**src/rtl/sds_pkg.sv**
```systemverilog
// Shared types, sizes, register indexes and reset values of the diffusion stencil block.
package sds_pkg;

	// Grid geometry limits
	localparam int MAX_WIDTH  = 1024;
	localparam int MAX_HEIGHT = 1024;
	localparam int MASK_SIZE  = 3;

	localparam int COL_W  = $clog2(MAX_WIDTH);
	localparam int ROW_W  = $clog2(MAX_HEIGHT);
	localparam int WU_W   = $clog2(MAX_WIDTH + 1);
	localparam int HU_W   = $clog2(MAX_HEIGHT + 1);
	localparam int GEOM_W = 11;

	// Arithmetic widths
	localparam int SAMPLE_W = 16;
	localparam int PROD_W   = 2 * SAMPLE_W;
	localparam int COLSUM_W = PROD_W + 2;

	// Configuration port
	localparam int CFG_IDX_W  = 3;
	localparam int CFG_DATA_W = 48;

	localparam logic [CFG_IDX_W-1:0] REG_GRID_WIDTH  = 3'd0;
	localparam logic [CFG_IDX_W-1:0] REG_GRID_HEIGHT = 3'd1;
	localparam logic [CFG_IDX_W-1:0] REG_MASK_TOP    = 3'd2;
	localparam logic [CFG_IDX_W-1:0] REG_MASK_MIDDLE = 3'd3;
	localparam logic [CFG_IDX_W-1:0] REG_MASK_BOTTOM = 3'd4;
	localparam logic [CFG_IDX_W-1:0] REG_STEP_GAIN   = 3'd5;

	localparam logic [GEOM_W-1:0]     RST_GRID_WIDTH  = 11'd1024;
	localparam logic [GEOM_W-1:0]     RST_GRID_HEIGHT = 11'd1024;
	localparam logic [CFG_DATA_W-1:0] RST_MASK_TOP    = 48'h0000_0100_0000;
	localparam logic [CFG_DATA_W-1:0] RST_MASK_MIDDLE = 48'h0100_FC00_0100;
	localparam logic [CFG_DATA_W-1:0] RST_MASK_BOTTOM = 48'h0000_0100_0000;
	localparam logic [15:0]           RST_STEP_GAIN   = 16'd6554;

	typedef logic signed [SAMPLE_W-1:0] sample_t;
	// one window column, index 0 is the oldest row
	typedef logic [MASK_SIZE-1:0][SAMPLE_W-1:0] column_t;
	typedef logic signed [COLSUM_W-1:0] colsum_t;

	typedef struct packed {
		logic load;  // shift a new column into the window
		logic adv;   // pipeline moves one stage
	} cell_ctrl_t;

endpackage

```
**src/rtl/sds_cell.sv**
```systemverilog
// One window column cell: holds three samples, multiplies by its mask column, sums the column.
module sds_cell (
	input  logic                clk,
	input  logic                arst_n,
	input  sds_pkg::cell_ctrl_t ctrl,
	input  sds_pkg::column_t    col_in,
	input  sds_pkg::column_t    coef,
	output sds_pkg::column_t    col_out,
	output sds_pkg::colsum_t    colsum_s4
);

	sds_pkg::column_t col_q;
	logic signed [sds_pkg::PROD_W-1:0] prod_s3 [sds_pkg::MASK_SIZE];

	// window column, handed on to the left neighbour on each load
	always_ff @(posedge clk or negedge arst_n) begin
		if (!arst_n) begin
			col_q <= '0;
		end else if (ctrl.load) begin
			col_q <= col_in;
		end
	end

	assign col_out = col_q;

	always_ff @(posedge clk) begin
		if (ctrl.adv) begin
			for (int i = 0; i < sds_pkg::MASK_SIZE; i++) begin
				prod_s3[i] <= $signed(coef[i]) * $signed(col_q[i]);
			end
			colsum_s4 <= sds_pkg::colsum_t'(prod_s3[0]) + sds_pkg::colsum_t'(prod_s3[1])
				+ sds_pkg::colsum_t'(prod_s3[2]);
		end
	end

endmodule

```
**config.mk**
```make
export PLATFORM = sky130hd
export DESIGN_NAME = sds_cell
export DESIGN_NICKNAME = d
export VERILOG_FILES = /design/src/rtl/sds_pkg.sv /design/src/rtl/sds_cell.sv
export SDC_FILE = /design/constraint.sdc
export NUM_CORES = 2
export LEC_CHECK = 0
export BUFFER_PORTS_ARGS = -buffer_cell sky130_fd_sc_hd__buf_2
export CAP_MARGIN = 20
export CORE_ASPECT_RATIO = 2
export CORE_MARGIN = 2
export CORE_UTILIZATION = 65
export DETAILED_ROUTE_END_ITERATION = 8
export HOLD_SLACK_MARGIN = 0.02
export PLACE_DENSITY_LB_ADDON = 0.15
export SYNTH_ARGS = -nofsm -noshare
export SYNTH_HDL_FRONTEND = slang
export SYNTH_SLANG_ARGS = --single-unit
export TNS_END_PERCENT = 30
```
**constraint.sdc**
```tcl
create_clock -name clk -period 15.1 [get_ports clk]
set_clock_uncertainty 0.1 [all_clocks]
set_input_delay 0.755 -clock clk [delete_from_list [all_inputs] [get_ports clk]]
set_output_delay 0.755 -clock clk [all_outputs]
set_load 0.02 [all_outputs]
```
### Word level (Yosys, flattened, before mapping)

Memory sizes are Yosys's and may differ from the RTL's.
Index checks and enable logic that the tools add are counted.

* muxes and demuxes: 2
* multipliers: 3
* add/subtract/negate cells: 2

Operators with widths (number)
* $mul 16x16->32: 3
* $add 33x32->34: 1
* $add 32x32->33: 1
* $mux 1: 2

* flip-flop bits (word level): 82
* memories kept: 1
* bits in writable memories: 96
* output and inout bits: 82

Memories
* prod_s3: words 3, width 32, rd ports 3, clocked after memory_dff 0, wr ports 3, RTL line sds_cell.sv:13 `logic signed [sds_pkg::PROD_W-1:0] prod_s3 [sds_pkg::MASK_SIZE];`

### Longest topological paths before layout

* word-level depth: 2
* depth in mapped cells: 25
* depth with buffers taken out: 23

### Least setup slack after synthesis

Ideal clock, no wire load.

* path kind: input port to flip-flop
* from: input coef[15] in the netlist's numbering
* to: memory prod_s3[0][30] in the netlist's numbering (data pin)
* data required time: 14738 ps
* stages: 22
* buffers on the path: 2
* data arrival time: 6296 ps
* slack: 8442 ps
* cells stage by stage: clkbuf_1 nand2_1 inv_1 fa_1 fa_1 fa_1 fa_1 fa_1 inv_1 fa_1 inv_1 ha_1 clkbuf_1 a21o_1 a21o_1 a21oi_1 o21ai_0 o311a_1 o32a_1 o31a_1 mux2i_1 nand3_1

RTL lines
* start: declaration: RTL line sds_cell.sv:7 `input sds_pkg::column_t coef,`
* end: declaration: RTL line sds_cell.sv:13

==> implementation parameters <==
Parameter                              Value

Synth
  Number of flops mapped to enable cells by yosys    130
  Synth unique cells    72
  Proportion of synthesized chip area in sequential cells    13.7%
  YS warnings    0
  Number of flip-flops and latches in the synthesized netlist    178
  Netlist area before placement    0.0373 mm²
  Instance count of the mapped netlist    3724
  Net count after synthesis    4921
  Ys flop type    sky130_fd_sc_hd__edfxtp_1
  Fraction of registers with async set/reset    27.0%
  Average cell area after synthesis    10.0 µm²

Run status
  Run status    finished, final reports clean

Worst setup path
  Flop-to-flop setup slack    7910 ps
  CP startpoint kind    register
  Kind of critical path    register to register
  Data required time at the worst endpoint    15250 ps
  Element type at the critical path end    register
  Path depth of the worst reg2reg path    19
  Start of the worst register-to-register path    col_out[31]
  Critical Path Start    col_out[31]
  Critical Path Fanout Max    10
  R2R Path End    prod_s3[0][62]
  Crit path DAT    7340 ps

Detailed routing
  Highest layer used for signal routing    met5
  Remaining design rule violation count    0
  Wire length on met1    28000 µm
  Final routed wirelength across all metal layers    88100 µm
  Initial DRC count    1140
  Via count    26.0k
  Post-detailed-route via-to-cell ratio    5.67
  Drt pass-1 iters    5
  Post-DRT Antenna Nets    0
  Routed wirelength normalized by instance count    19.2 µm
  Total met2 wirelength after detailed routing    50200 µm
  Amount of wire on met3 after detailed routing    4380 µm

Global route
  Gr ovfl total    0
  Wire length of the first global-routing pass    145000 µm
  GR Util All Layers    31.5%
  Number of antenna violations at the first check in global routing    6
  Maximum number of pins on one net before global-route repair    73
  Vias in the first global route    29.7k

CTS
  Post-cts hold buffer count    0
  Worst-skew pair later-pin latency    500 ps
  Number of gates resized after CTS    0
  H-tree depth    4
  Clock tree from TritonCTS    done
  Count of buffers added by post-CTS timing repair for setup    0
  Clock-pin transition on the worst setup and hold timing paths    90 ps
  Number of buffers created by CTS    17
  Cell at the root of the clock tree    sky130_fd_sc_hd__clkbuf_16
  CTS max path bufs    2
  Sinks on the clock net    178

Timing
  Fmax    0.139 GHz
  Sum of negative setup slack    0 ps
  Hold violation count in the final report    0
  Setup violation total in the final timing report    0
  Portion of the clock cycle consumed by the worst path in the final layout    47.6%
  Slew at the pin with the worst max-slew slack    920 ps
  Final count of pins violating max slew    0
  Unrepaired setup endpoints after global routing    false
  Fin crit period    7190 ps
  Worst max-slew margin expressed relative to the limit    38.7%

Floorplan
  Vertical die dimension    343 µm
  Core ar.    0.0569 mm²
  Cell row count    124
  Total I/O pin count    182
  Starting density of the core    65.4%
  Die area    0.0594 mm²
  Die span in x    173 µm

Cells and area
  Synthesis-to-layout area growth    5.76%
  Final-stage net count    5017
  Most common library cell in the layout ignoring fill and taps    sky130_fd_sc_hd__inv_1
  Antenna diode count    0
  Layout cell share with drive strength beyond 1    7.46%
  Highest-count cells in the layout ignoring fill and taps    sky130_fd_sc_hd__inv_1, sky130_fd_sc_hd__fa_1, sky130_fd_sc_hd__nand2_1, sky130_fd_sc_hd__and2_1, sky130_fd_sc_hd__ha_1

Place
  Detailed placement HPWL    74900 µm
  RD Place Congestion    0.920
  Total of buffers placed on input and output ports    181

Worst hold path
  Worst hold path type    input pin to asynchronous set/reset pin

Flow run
  Max Cap Viol    0
-- cell families after synthesis --
family | share of synthesized area (%)
compound gates | 5.60
mux | 1.44
fa+ha+maj | 53.4
xor+xnor | 2.96
simple gates | 12.8
buf+inv | 10.1
flops | 13.7
-- stage by stage --
step                      area [µm²]  hold WS [ps]  std cells  setup WS [ps]  utilization [%]
final                          39400           309       4589           7910             69.2
after global routing           39400           357       4589           7640             69.2
after CTS                      39400           306       4589           8010             69.2
after detailed placement       38700           633       4557           7810             68.0
after global placement         38700           602       4557           7860             68.0
after floorplan                37300           359       3724           8440                -
-- worst max-delay path by stage --
stage                endpoint  slack, ps  cells past startpoint
4_1_cts        prod_s3[0][62]       8010                     19
5_1_grt        prod_s3[0][94]       7640                     22
6_report       prod_s3[0][62]       7910                     19
2_1_floorplan  prod_s3[0][30]       8440                     22
3_5_place_dp   prod_s3[0][94]       7810                     22
3_3_place_gp   prod_s3[0][94]       7860                     22
-- flip-flops by register name (all words and copies together), names as in the netlist --
register	cells
colsum_s4	34
prod_s3	96
col_out	48
-- worst max-delay path, stage by stage (launching register included) --
cell and delay, ps:
sky130_fd_sc_hd__dfrtp_1 700, sky130_fd_sc_hd__clkinv_1 600, sky130_fd_sc_hd__nor2_1 290, sky130_fd_sc_hd__fa_1 460, sky130_fd_sc_hd__fa_1 380, sky130_fd_sc_hd__inv_1 80, sky130_fd_sc_hd__fa_1 450, sky130_fd_sc_hd__fa_1 530
sky130_fd_sc_hd__fa_1 450, sky130_fd_sc_hd__fa_1 500, sky130_fd_sc_hd__inv_1 40, sky130_fd_sc_hd__ha_1 490, sky130_fd_sc_hd__nand2_1 120, sky130_fd_sc_hd__or4_1 510, sky130_fd_sc_hd__o211ai_2 160, sky130_fd_sc_hd__a31oi_4 170
sky130_fd_sc_hd__o41ai_2 540, sky130_fd_sc_hd__o31ai_2 120, sky130_fd_sc_hd__mux2i_1 170, sky130_fd_sc_hd__nand2_1 60
-- area by class of cell --
type | count | area, µm²
Fill cell | 4445 | 17500
Multi-Input combinational cell | 2543 | 28400
Tap cell | 756 | 946
Clock inverter | 15 | 243
Timing Repair Buffer | 184 | 935
Sequential cell | 178 | 5100
Clock buffer | 17 | 425
Inverter | 896 | 3360
-- cell usage after synthesis, types with 4 or more instances --
library cell               instances  area share (%)
sky130_fd_sc_hd__o22ai_1           4           0.067
sky130_fd_sc_hd__a21o_1           45            0.91
sky130_fd_sc_hd__clkbuf_1        103             1.0
sky130_fd_sc_hd__ha_1            278             9.3
sky130_fd_sc_hd__nor3_1           19            0.26
sky130_fd_sc_hd__nand2_1         409             4.1
sky130_fd_sc_hd__o31a_1            4           0.094
sky130_fd_sc_hd__o21ai_0          45            0.60
sky130_fd_sc_hd__o21a_1           19            0.38
sky130_fd_sc_hd__o21bai_1         24            0.48
sky130_fd_sc_hd__dfrtp_1          48             3.2
sky130_fd_sc_hd__nand3_1          21            0.28
sky130_fd_sc_hd__or3_1             7            0.12
sky130_fd_sc_hd__edfxtp_1        130              10
sky130_fd_sc_hd__a21oi_2           4           0.094
sky130_fd_sc_hd__xor2_1           26            0.61
sky130_fd_sc_hd__a21oi_1          86             1.2
sky130_fd_sc_hd__fa_1            819              44
sky130_fd_sc_hd__inv_1           895             9.0
sky130_fd_sc_hd__mux2_2           46             1.4
sky130_fd_sc_hd__a31oi_1           9            0.15
sky130_fd_sc_hd__xnor2_1         100             2.4
sky130_fd_sc_hd__a211oi_1         17            0.34
sky130_fd_sc_hd__nand4_1           8            0.13
sky130_fd_sc_hd__nor2b_1           4           0.067
sky130_fd_sc_hd__nor2_1           93            0.94
sky130_fd_sc_hd__o211ai_2          4            0.13
sky130_fd_sc_hd__and3_1            4           0.067
sky130_fd_sc_hd__and2_1          357             6.0
sky130_fd_sc_hd__nand2b_1         30            0.50
-- layer usage --
metal / track usage, % / vias to the layer above
li1: - / 11400
met1: 31.2 / 13300
met2: 61.6 / 970
met3: 4.17 / 405
met4: 18.7 / 10
met5: 0 / -
Power is left out: the tool's default activity adds up to more than one toggle a clock period on the data nets, which glitch-free logic cannot reach.
